--- src/design/ubrq_pkg.sv ---
// Package for the buffered uart rx/tx queue block.
// Holds the event codes, field widths and the ring control/status structs.
// No dependencies.
package ubrq_pkg;

  // field widths fixed by the item format
  localparam int unsigned BYTE_W     = 8;
  localparam int unsigned OP_W       = 2;
  localparam int unsigned RX_COUNT_W = 3;
  localparam int unsigned TX_COUNT_W = 5;

  // event codes
  typedef enum logic [OP_W-1:0] {
    OP_HOST_PUT = 2'd0,
    OP_HOST_GET = 2'd1,
    OP_LINE_RX  = 2'd2,
    OP_TX_DONE  = 2'd3
  } op_t;

  // per-transaction commands to a ring
  typedef struct packed {
    logic push;
    logic pop;
    logic rd_en;
  } ring_ctrl_t;

  // ring occupancy flags
  typedef struct packed {
    logic empty;
    logic full;
  } ring_status_t;

endpackage

--- src/design/ubrq_in_if.sv ---
// Input channel interface: one event per transaction.
// Depends on ubrq_pkg for the field widths.
interface ubrq_in_if;
  logic                         valid;
  logic                         ready;
  logic [ubrq_pkg::OP_W-1:0]    operation;
  logic [ubrq_pkg::BYTE_W-1:0]  data_byte;

  modport source (output valid, output operation, output data_byte, input ready);
  modport sink   (input valid, input operation, input data_byte, output ready);
endinterface

--- src/design/ubrq_out_if.sv ---
// Result channel interface: one result per event.
// Depends on ubrq_pkg for the field widths.
interface ubrq_out_if;
  logic                             valid;
  logic                             ready;
  logic [ubrq_pkg::BYTE_W-1:0]      line_byte;
  logic                             line_send;
  logic [ubrq_pkg::BYTE_W-1:0]      host_byte;
  logic                             host_valid;
  logic                             put_accepted;
  logic                             rx_dropped;
  logic [ubrq_pkg::RX_COUNT_W-1:0]  rx_count;
  logic [ubrq_pkg::TX_COUNT_W-1:0]  tx_count;
  logic                             transmitter_busy;

  modport source (
    output valid, output line_byte, output line_send, output host_byte,
    output host_valid, output put_accepted, output rx_dropped, output rx_count,
    output tx_count, output transmitter_busy, input ready
  );
  modport sink (
    input valid, input line_byte, input line_send, input host_byte,
    input host_valid, input put_accepted, input rx_dropped, input rx_count,
    input tx_count, input transmitter_busy, output ready
  );
endinterface

--- src/design/ubrq_ring.sv ---
// Byte ring buffer with one slot kept empty, registered read of the head entry.
// Depends on ubrq_pkg for the control and status structs.
module ubrq_ring #(
  parameter int unsigned DEPTH = 8
) (
  input  logic                                  clk,
  input  logic                                  rst_n,
  input  ubrq_pkg::ring_ctrl_t                  ctrl,
  input  logic [ubrq_pkg::BYTE_W-1:0]           push_data,
  output ubrq_pkg::ring_status_t                status,
  output logic [$clog2(DEPTH)-1:0]              count,
  output logic [ubrq_pkg::BYTE_W-1:0]           rd_data
);

  localparam int unsigned PW = $clog2(DEPTH);

  logic [PW-1:0] head_r, head_nxt;
  logic [PW-1:0] tail_r, tail_nxt;
  logic [PW-1:0] count_r, count_nxt;
  logic [ubrq_pkg::BYTE_W-1:0] mem [DEPTH];
  logic [ubrq_pkg::BYTE_W-1:0] rd_data_r;

  // wrap-around increment for any depth
  function automatic logic [PW-1:0] advance(input logic [PW-1:0] p);
    logic [PW-1:0] res;
    if (p == PW'(DEPTH - 1)) begin
      res = '0;
    end else begin
      res = p + PW'(1);
    end
    return res;
  endfunction

  // flags from the occupancy count
  assign status.empty = (count_r == '0);
  assign status.full  = (count_r == PW'(DEPTH - 1));
  assign count        = count_r;
  assign rd_data      = rd_data_r;

  // pointer and count update
  always_comb begin
    head_nxt  = ctrl.pop  ? advance(head_r) : head_r;
    tail_nxt  = ctrl.push ? advance(tail_r) : tail_r;
    count_nxt = count_r;
    if (ctrl.push && !ctrl.pop) begin
      count_nxt = count_r + PW'(1);
    end else if (ctrl.pop && !ctrl.push) begin
      count_nxt = count_r - PW'(1);
    end
  end

  always_ff @(posedge clk) begin
    if (!rst_n) begin
      head_r  <= '0;
      tail_r  <= '0;
      count_r <= '0;
    end else begin
      head_r  <= head_nxt;
      tail_r  <= tail_nxt;
      count_r <= count_nxt;
    end
  end

  // storage: write at tail, registered read at head
  always_ff @(posedge clk) begin
    if (ctrl.push) begin
      mem[tail_r] <= push_data;
    end
    if (ctrl.rd_en) begin
      rd_data_r <= mem[head_r];
    end
  end

  // occupancy never reaches the reserved slot
  a_count_bound: assert property (@(posedge clk) disable iff (!rst_n)
    count_r <= PW'(DEPTH - 1))
    else $error("ring count beyond capacity");

  // no push into a full ring
  a_no_overflow: assert property (@(posedge clk) disable iff (!rst_n)
    ctrl.push |-> !status.full)
    else $error("push into full ring");

  // no pop from an empty ring
  a_no_underflow: assert property (@(posedge clk) disable iff (!rst_n)
    ctrl.pop |-> !status.empty)
    else $error("pop from empty ring");

  // empty ring has coincident pointers
  a_empty_ptrs: assert property (@(posedge clk) disable iff (!rst_n)
    status.empty |-> (head_r == tail_r))
    else $error("empty ring with pointers apart");

endmodule

--- src/design/uart_buffered_rx_tx_queues_core.sv ---
// Top level of the buffered uart rx/tx queue block.
// Depends on ubrq_pkg, ubrq_in_if, ubrq_out_if and ubrq_ring.
//
// Usage:
//   in_chan carries one event per transaction: host put, host get, line byte
//   received or line transmit done, with a data byte for put and receive.
//   out_chan returns exactly one result per event: the byte for the line and
//   its send strobe, the byte for the host and its valid flag, the put and
//   drop flags, both ring counts and the transmitter busy flag.
//   Latency: the result is valid in the cycle after the event is taken.
//   Throughput: one event per cycle; each event is a single pointer update
//   and at most one write to a ring store, with the head entry of each ring
//   read into a register alongside the result register.
//   Stall: while a result waits untaken, in_chan.ready stays low; it rises
//   in the same cycle the result is taken, so no bubble is added.
//   Reset: both rings are emptied, the transmitter is marked idle and no
//   result is pending. Ring contents are not cleared.
module uart_buffered_rx_tx_queues_core #(
  parameter int unsigned RX_DEPTH = 8,
  parameter int unsigned TX_DEPTH = 32
) (
  input  logic        clk,
  input  logic        rst_n,
  ubrq_in_if.sink     in_chan,
  ubrq_out_if.source  out_chan
);

  localparam int unsigned RXCW = $clog2(RX_DEPTH);
  localparam int unsigned TXCW = $clog2(TX_DEPTH);

  logic                  in_accept;
  ubrq_pkg::op_t         op;
  ubrq_pkg::ring_ctrl_t  rx_ctrl, tx_ctrl;
  ubrq_pkg::ring_status_t rx_status, tx_status;
  logic [RXCW-1:0]       rx_cnt;
  logic [TXCW-1:0]       tx_cnt;
  logic [ubrq_pkg::BYTE_W-1:0] rx_rd_data, tx_rd_data;

  logic [RXCW+ubrq_pkg::RX_COUNT_W-1:0] rx_cnt_ext;
  logic [TXCW+ubrq_pkg::TX_COUNT_W-1:0] tx_cnt_ext;

  // result register and transmitter state
  logic                        out_valid_r, out_valid_nxt;
  logic                        tx_busy_r, tx_busy_nxt;
  logic [ubrq_pkg::BYTE_W-1:0] data_r;
  logic                        line_direct_r, line_direct_nxt;
  logic                        line_ring_r, line_ring_nxt;
  logic                        host_valid_r, host_valid_nxt;
  logic                        put_acc_r, put_acc_nxt;
  logic                        rx_drop_r, rx_drop_nxt;

  assign in_accept     = in_chan.valid && in_chan.ready;
  assign in_chan.ready = !out_valid_r || out_chan.ready;
  assign op            = ubrq_pkg::op_t'(in_chan.operation);

  // event decode
  always_comb begin
    rx_ctrl         = '0;
    tx_ctrl         = '0;
    rx_ctrl.rd_en   = in_accept;
    tx_ctrl.rd_en   = in_accept;
    tx_busy_nxt     = tx_busy_r;
    line_direct_nxt = 1'b0;
    line_ring_nxt   = 1'b0;
    host_valid_nxt  = 1'b0;
    put_acc_nxt     = 1'b0;
    rx_drop_nxt     = 1'b0;
    if (in_accept) begin
      unique case (op)
        ubrq_pkg::OP_HOST_PUT: begin
          if (!tx_status.full) begin
            put_acc_nxt = 1'b1;
            if (tx_busy_r) begin
              tx_ctrl.push = 1'b1;
            end else begin
              line_direct_nxt = 1'b1;
              tx_busy_nxt     = 1'b1;
            end
          end
        end
        ubrq_pkg::OP_HOST_GET: begin
          if (!rx_status.empty) begin
            host_valid_nxt = 1'b1;
            rx_ctrl.pop    = 1'b1;
          end
        end
        ubrq_pkg::OP_LINE_RX: begin
          if (!rx_status.full) begin
            rx_ctrl.push = 1'b1;
          end else begin
            rx_drop_nxt = 1'b1;
          end
        end
        ubrq_pkg::OP_TX_DONE: begin
          if (!tx_status.empty) begin
            tx_ctrl.pop   = 1'b1;
            line_ring_nxt = 1'b1;
            tx_busy_nxt   = 1'b1;
          end else begin
            tx_busy_nxt = 1'b0;
          end
        end
        default: begin
          tx_busy_nxt = tx_busy_r;
        end
      endcase
    end
  end

  // output handshake
  always_comb begin
    out_valid_nxt = out_valid_r;
    if (in_accept) begin
      out_valid_nxt = 1'b1;
    end else if (out_chan.ready) begin
      out_valid_nxt = 1'b0;
    end
  end

  always_ff @(posedge clk) begin
    if (!rst_n) begin
      out_valid_r <= 1'b0;
      tx_busy_r   <= 1'b0;
    end else begin
      out_valid_r <= out_valid_nxt;
      tx_busy_r   <= tx_busy_nxt;
    end
  end

  // result payload, loaded once per transaction
  always_ff @(posedge clk) begin
    if (in_accept) begin
      data_r        <= in_chan.data_byte;
      line_direct_r <= line_direct_nxt;
      line_ring_r   <= line_ring_nxt;
      host_valid_r  <= host_valid_nxt;
      put_acc_r     <= put_acc_nxt;
      rx_drop_r     <= rx_drop_nxt;
    end
  end

  // receive ring
  ubrq_ring #(.DEPTH(RX_DEPTH)) u_rx_ring (
    .clk       (clk),
    .rst_n     (rst_n),
    .ctrl      (rx_ctrl),
    .push_data (in_chan.data_byte),
    .status    (rx_status),
    .count     (rx_cnt),
    .rd_data   (rx_rd_data)
  );

  // transmit ring
  ubrq_ring #(.DEPTH(TX_DEPTH)) u_tx_ring (
    .clk       (clk),
    .rst_n     (rst_n),
    .ctrl      (tx_ctrl),
    .push_data (in_chan.data_byte),
    .status    (tx_status),
    .count     (tx_cnt),
    .rd_data   (tx_rd_data)
  );

  // counts fitted to the result fields
  assign rx_cnt_ext = (RXCW + ubrq_pkg::RX_COUNT_W)'(rx_cnt);
  assign tx_cnt_ext = (TXCW + ubrq_pkg::TX_COUNT_W)'(tx_cnt);

  // result fields; ring state already reflects the last transaction
  assign out_chan.valid            = out_valid_r;
  assign out_chan.line_byte        = line_ring_r   ? tx_rd_data :
                                     line_direct_r ? data_r : '0;
  assign out_chan.line_send        = line_ring_r || line_direct_r;
  assign out_chan.host_byte        = host_valid_r ? rx_rd_data : '0;
  assign out_chan.host_valid       = host_valid_r;
  assign out_chan.put_accepted     = put_acc_r;
  assign out_chan.rx_dropped       = rx_drop_r;
  assign out_chan.rx_count         = rx_cnt_ext[ubrq_pkg::RX_COUNT_W-1:0];
  assign out_chan.tx_count         = tx_cnt_ext[ubrq_pkg::TX_COUNT_W-1:0];
  assign out_chan.transmitter_busy = tx_busy_r;

  // bytes only queue behind a busy transmitter
  a_idle_empty: assert property (@(posedge clk) disable iff (!rst_n)
    !tx_busy_r |-> tx_status.empty)
    else $error("transmit ring holds bytes while transmitter idle");

  // at most one of the event flags per result
  a_flags_exclusive: assert property (@(posedge clk) disable iff (!rst_n)
    out_valid_r |-> $onehot0({host_valid_r, put_acc_r, rx_drop_r, line_ring_r}))
    else $error("conflicting result flags");

  // a byte sent to the line leaves the transmitter busy
  a_send_busy: assert property (@(posedge clk) disable iff (!rst_n)
    (out_valid_r && (line_ring_r || line_direct_r)) |-> tx_busy_r)
    else $error("line send with transmitter idle");

  // a stalled result is held until taken
  a_stall_hold: assert property (@(posedge clk) disable iff (!rst_n)
    (out_valid_r && !out_chan.ready) |-> (!in_accept ##1 out_valid_r))
    else $error("stalled result dropped or overwritten");

endmodule

--- src/flat_wrapper.sv ---
// flat-port wrapper written by rule: the top's interface ports become plain ports
module uart_buffered_rx_tx_queues_core_flat 
#(
  parameter int unsigned RX_DEPTH = 8,
  parameter int unsigned TX_DEPTH = 32
)
  (clk, rst_n, in_chan_valid, in_chan_operation, in_chan_data_byte, in_chan_ready, out_chan_valid, out_chan_line_byte, out_chan_line_send, out_chan_host_byte, out_chan_host_valid, out_chan_put_accepted, out_chan_rx_dropped, out_chan_rx_count, out_chan_tx_count, out_chan_transmitter_busy, out_chan_ready);
  ubrq_in_if in_chan_i ();
  ubrq_out_if out_chan_i ();
  input  logic clk;
  input  logic rst_n;
  input wire logic [$bits(in_chan_i.valid)-1:0] in_chan_valid;
  input wire logic [$bits(in_chan_i.operation)-1:0] in_chan_operation;
  input wire logic [$bits(in_chan_i.data_byte)-1:0] in_chan_data_byte;
  output wire logic [$bits(in_chan_i.ready)-1:0] in_chan_ready;
  output wire logic [$bits(out_chan_i.valid)-1:0] out_chan_valid;
  output wire logic [$bits(out_chan_i.line_byte)-1:0] out_chan_line_byte;
  output wire logic [$bits(out_chan_i.line_send)-1:0] out_chan_line_send;
  output wire logic [$bits(out_chan_i.host_byte)-1:0] out_chan_host_byte;
  output wire logic [$bits(out_chan_i.host_valid)-1:0] out_chan_host_valid;
  output wire logic [$bits(out_chan_i.put_accepted)-1:0] out_chan_put_accepted;
  output wire logic [$bits(out_chan_i.rx_dropped)-1:0] out_chan_rx_dropped;
  output wire logic [$bits(out_chan_i.rx_count)-1:0] out_chan_rx_count;
  output wire logic [$bits(out_chan_i.tx_count)-1:0] out_chan_tx_count;
  output wire logic [$bits(out_chan_i.transmitter_busy)-1:0] out_chan_transmitter_busy;
  input wire logic [$bits(out_chan_i.ready)-1:0] out_chan_ready;
  assign in_chan_i.valid = in_chan_valid;
  assign in_chan_i.operation = in_chan_operation;
  assign in_chan_i.data_byte = in_chan_data_byte;
  assign in_chan_ready = in_chan_i.ready;
  assign out_chan_valid = out_chan_i.valid;
  assign out_chan_line_byte = out_chan_i.line_byte;
  assign out_chan_line_send = out_chan_i.line_send;
  assign out_chan_host_byte = out_chan_i.host_byte;
  assign out_chan_host_valid = out_chan_i.host_valid;
  assign out_chan_put_accepted = out_chan_i.put_accepted;
  assign out_chan_rx_dropped = out_chan_i.rx_dropped;
  assign out_chan_rx_count = out_chan_i.rx_count;
  assign out_chan_tx_count = out_chan_i.tx_count;
  assign out_chan_transmitter_busy = out_chan_i.transmitter_busy;
  assign out_chan_i.ready = out_chan_ready;
  uart_buffered_rx_tx_queues_core #(.RX_DEPTH(RX_DEPTH), .TX_DEPTH(TX_DEPTH)) u_core (.clk(clk), .rst_n(rst_n), .in_chan(in_chan_i), .out_chan(out_chan_i));
endmodule
--- config.mk ---
export PLATFORM = sky130hd
export DESIGN_NAME = uart_buffered_rx_tx_queues_core_flat
export DESIGN_NICKNAME = d
export VERILOG_FILES = /design/src/design/ubrq_pkg.sv /design/src/design/ubrq_in_if.sv /design/src/design/ubrq_out_if.sv /design/src/design/ubrq_ring.sv /design/src/design/uart_buffered_rx_tx_queues_core.sv /design/src/flat_wrapper.sv
export SDC_FILE = /design/constraint.sdc
export NUM_CORES = 1
export LEC_CHECK = 0
export ABC_AREA = 1
export BUFFER_PORTS_ARGS = -buffer_cell sky130_fd_sc_hd__buf_4
export CAP_MARGIN = 20
export CORE_UTILIZATION = 55
export CTS_CLUSTER_SIZE = 14
export DETAILED_ROUTE_END_ITERATION = 7
export GPL_TIMING_DRIVEN = 0
export MAX_ROUTING_LAYER = met4
export PLACE_DENSITY = 0.72
export SKIP_CTS_REPAIR_TIMING = 1
export SLEW_MARGIN = 10
export SYNTH_ARGS = -nofsm -noshare
export SYNTH_HDL_FRONTEND = slang
export SYNTH_HIERARCHICAL = 1
export SYNTH_SLANG_ARGS = --single-unit
--- constraint.sdc ---
create_clock -name clk -period 2.9 [get_ports clk]
set_input_delay 0.29 -clock clk [delete_from_list [all_inputs] [get_ports clk]]
set_output_delay 0.29 -clock clk [all_outputs]
set_load 0.05 [all_outputs]
==> metrics.md <==
| Metric | Value |
|---|---|
| Pin count of the biggest net entering global routing | `42` |
| Antenna cell count | `0` |
| Vias in the first global route | `10500` |
| Peak Freq | `0.355 GHz` |
| R2r endpoint | `u_core/u_tx_ring/mem[7][0]` |
| Clk slew on worst S/H paths | `around 0.06 ns` |
| Post-synthesis average cell area | `10.8 um2` |
| Row cnt | `61` |
| Worst rel slew slack | `48.0%` |
| Via density | `5.66` |
| R2r setup slk | `0.09 ns` |
| Final hold vios | `0` |
| RSZ-0062 raised after global routing | `true` |
| Die Wd | `172 um` |
| Seq/Total Area, Yosys | `between 60 and 70%` |
| DRC viols | `0` |
| Post-placement cell count | `~1900` |
| Final period utilization | `97.0%` |
| Worst-Margin Slew | `about 0.78 ns` |
| Min-delay worst type | `in2reg` |
| Pre-Repair DR Iteration Count | `5` |
| Area grow syn2layout | `14.4%` |
| Max-cap violation count | `0` |
| CTS tree | `done` |
| Reg2reg start | `u_core/u_tx_ring/count[1]` |
| Crit path kind | `reg2reg` |
| First-pass GRT wire length | `58800 um` |
| Register bit total from synthesis | `375` |
| Setup ws final | `0.0866 ns` |
| Final slew viol count | `0` |
| Area after DPL | `16700 um2` |
| Initial Util | `a little under three fifths` |
| Synth area leaders | `edfxtp_1 66%, nand2_1 12%, nand3_1 7.8%` |
| Post-synthesis cell area | `15900 um2` |
| Die Y | `172 um` |
| Post-synth top area share | `65.9%` |
| Die area | `29600 um2` |
| Worst Setup EP | `u_core/u_tx_ring/mem[7][0]` |
| Finished layout cell area | `18200 um2` |
| Worst Path Arrival | `2.97 ns` |
| Antenna viol nets, final | `0` |
| Leading area contributor after synthesis | `edfxtp_1` |
| Drt initial violations | `1246` |
| Post-Syn Instances | `1478` |
| Worst setup path startpoint | `u_core/u_tx_ring/count[1]` |
| Antenna violations before repair | `0` |
| Clock tree buffer depth | `3` |
| Final std cells w/o fill | `1972` |
| Final Wtd Congestion | `0.955` |
| Setup-failing EPs final | `0` |
| IO Count | `45` |
| TNS Setup | `0 ns` |
| Status | `complete, no violations` |
| Fin nets | `1597` |
| Synth cell types | `32` |
| Wire per inst | `19.6 um` |
| Final Critical Period | `~2.8 ns` |
| Critical path required time | `roughly 3.1 ns` |
| Reg2Reg Depth | `8` |
| Total grt overflow | `0` |
| # clock sinks | `375` |
| Worst VDD drop | `531 uV` |
| Total power | `11.4 mW` |
| Vias | `between 10000 and 15000` |
| Critical Path Source Type | `flop` |
| Post-place setup slack | `-0.208 ns` |
| IO buf count | `44` |
| HPWL after DPL | `25100 um` |
| Htree depth | `2` |
| Clock root buffer | `clkbuf_16` |
| Crit end category | `flop` |
| Power Density | `627 nW/um2` |
| Worst-Skew Late Latency | `0.53 ns` |
| Gr usage total | `27.8%` |
| Ratio of cells with drive above 1 in the final layout | `13.0%` |
| Peak fanout along the critical path | `9` |
| Final Skew | `0.0116 ns` |
| YS warnings | `6` |
| Static leakage | `7.05 nW` |
| Num CTS Buffers | `39` |
| Core area | `28100 um2` |
| Total wire length | `38700 um` |
| Syn nets | `1511` |
==> layer usage <==
layer | vias to the layer above | share of wire (%) | track usage, %
met2 | 486 | 47 | 43.3
met3 | 84 | 7.9 | 3.27
li1 | 5142 | - | -
met4 | 0 | 3.1 | 10.3
met1 | 5447 | 42 | 38.0
met5 | - | 0 | -
==> sequential cells by signal, summed over array words and instances, names as in the netlist <==
signal / cells
u_core/u_rx_ring/mem: 64
u_core/out_chan.valid: 1
u_core/line_direct_r: 1
u_core/data_r: 8
u_core/out_chan.host_valid: 1
u_core/u_rx_ring/tail_r: 3
u_core/u_rx_ring/rd_data: 8
u_core/out_chan.put_accepted: 1
u_core/u_tx_ring/rd_data: 8
u_core/out_chan.rx_dropped: 1
u_core/u_rx_ring/count: 3
u_core/u_tx_ring/tail_r: 5
u_core/u_tx_ring/head_r: 5
u_core/u_tx_ring/count: 5
u_core/out_chan.transmitter_busy: 1
u_core/u_rx_ring/head_r: 3
u_core/line_ring_r: 1
u_core/u_tx_ring/mem: 256
==> synthesized netlist by cell type (all sizes together) <==
master	n
nor3	12
xor2	3
inv	119
nand4	1
clkbuf	13
dfxtp	26
buf	55
xnor2	1
o211ai	1
o21ai	15
nand3	247
o21bai	1
clkinv	3
fa	2
nor2	56
a21oi	23
ha	17
and3	1
or2	1
nor4	1
nand2	531
edfxtp	349
==> power by group <==
group	switching, mW	total, mW	internal [mW]
sequential	0.0279	5.99	5.96
combinational	0.509	0.688	0.180
clock	1.97	4.74	2.77
total	2.50	11.4	8.92
==> worst max-delay path, stage by stage (launching register included) <==
cell and delay, ns:
dfxtp_1 0.36, inv_1 0.11, nor3_1 0.07, inv_2 0.04, nand2_1 0.09, nor3_1 0.39
clkbuf_1 0.45, nand2_2 0.42, nor2_2 0.52
==> logic make-up after synthesis <==
group | count (synthesis) | share of synthesized area [%]
AOI/OAI and AO/OA | 40 | 1.31
xor gates and xnor gates | 4 | 0.220
adders and majority gates | 19 | 1.59
buffers and inverters | 190 | 5.29
DFF | 375 | 69.2
and+or+nand+nor | 850 | 22.4
==> through the flow <==
stage          hold slack (ns)  utilization, %
4_1_cts                 0.0440            63.9
5_1_grt                 0.0657            64.8
2_1_floorplan            0.389               -
6_report                0.0552            64.8
3_5_place_dp             0.487            59.6
3_3_place_gp             0.480            59.5
==> final cells by class <==
cell class | instances | area (um2)
fillers | 2171 | 9890
clock buffers | 49 | 1070
flip-flops and latches | 375 | 11000
repair buffers | 45 | 358
multi-input cells | 913 | 4310
clock inverters | 22 | 148
inverters | 122 | 465
plain buffers | 68 | 377
well taps | 378 | 473
==> worst min-delay path by stage <==
| stage | start | end | cells after the start |
|---|---|---|---|
| floorplan | in_chan_data_byte[0] | u_core/data_r[0] | 0 |
| global placement | u_core/u_rx_ring/tail_r[0] | u_core/u_rx_ring/tail_r[0] | 2 |
| detailed placement | u_core/u_rx_ring/tail_r[0] | u_core/u_rx_ring/tail_r[0] | 2 |
| CTS | out_chan_ready | u_core/out_chan.valid | 4 |
| global route | out_chan_ready | u_core/out_chan.valid | 4 |
| finish | out_chan_ready | u_core/out_chan.valid | 4 |
==> cell usage in the layout (no fill, tap or decap), drive strengths merged <==
cell and instances:
or2 1, bufinv 2, o21ai 15, edfxtp 349, xor2 3, fa 2, inv 120, a21oi 23
nand4 1, buf 100, and3 1, o21bai 1, ha 17, o211ai 1, nor3 12, nor4 1
nor2 56, nand3 247, xnor2 1, nand2 531, dfxtp 26, clkbuf 62, clkinv 22
Note: power is estimated with default switching activity, not from simulation.
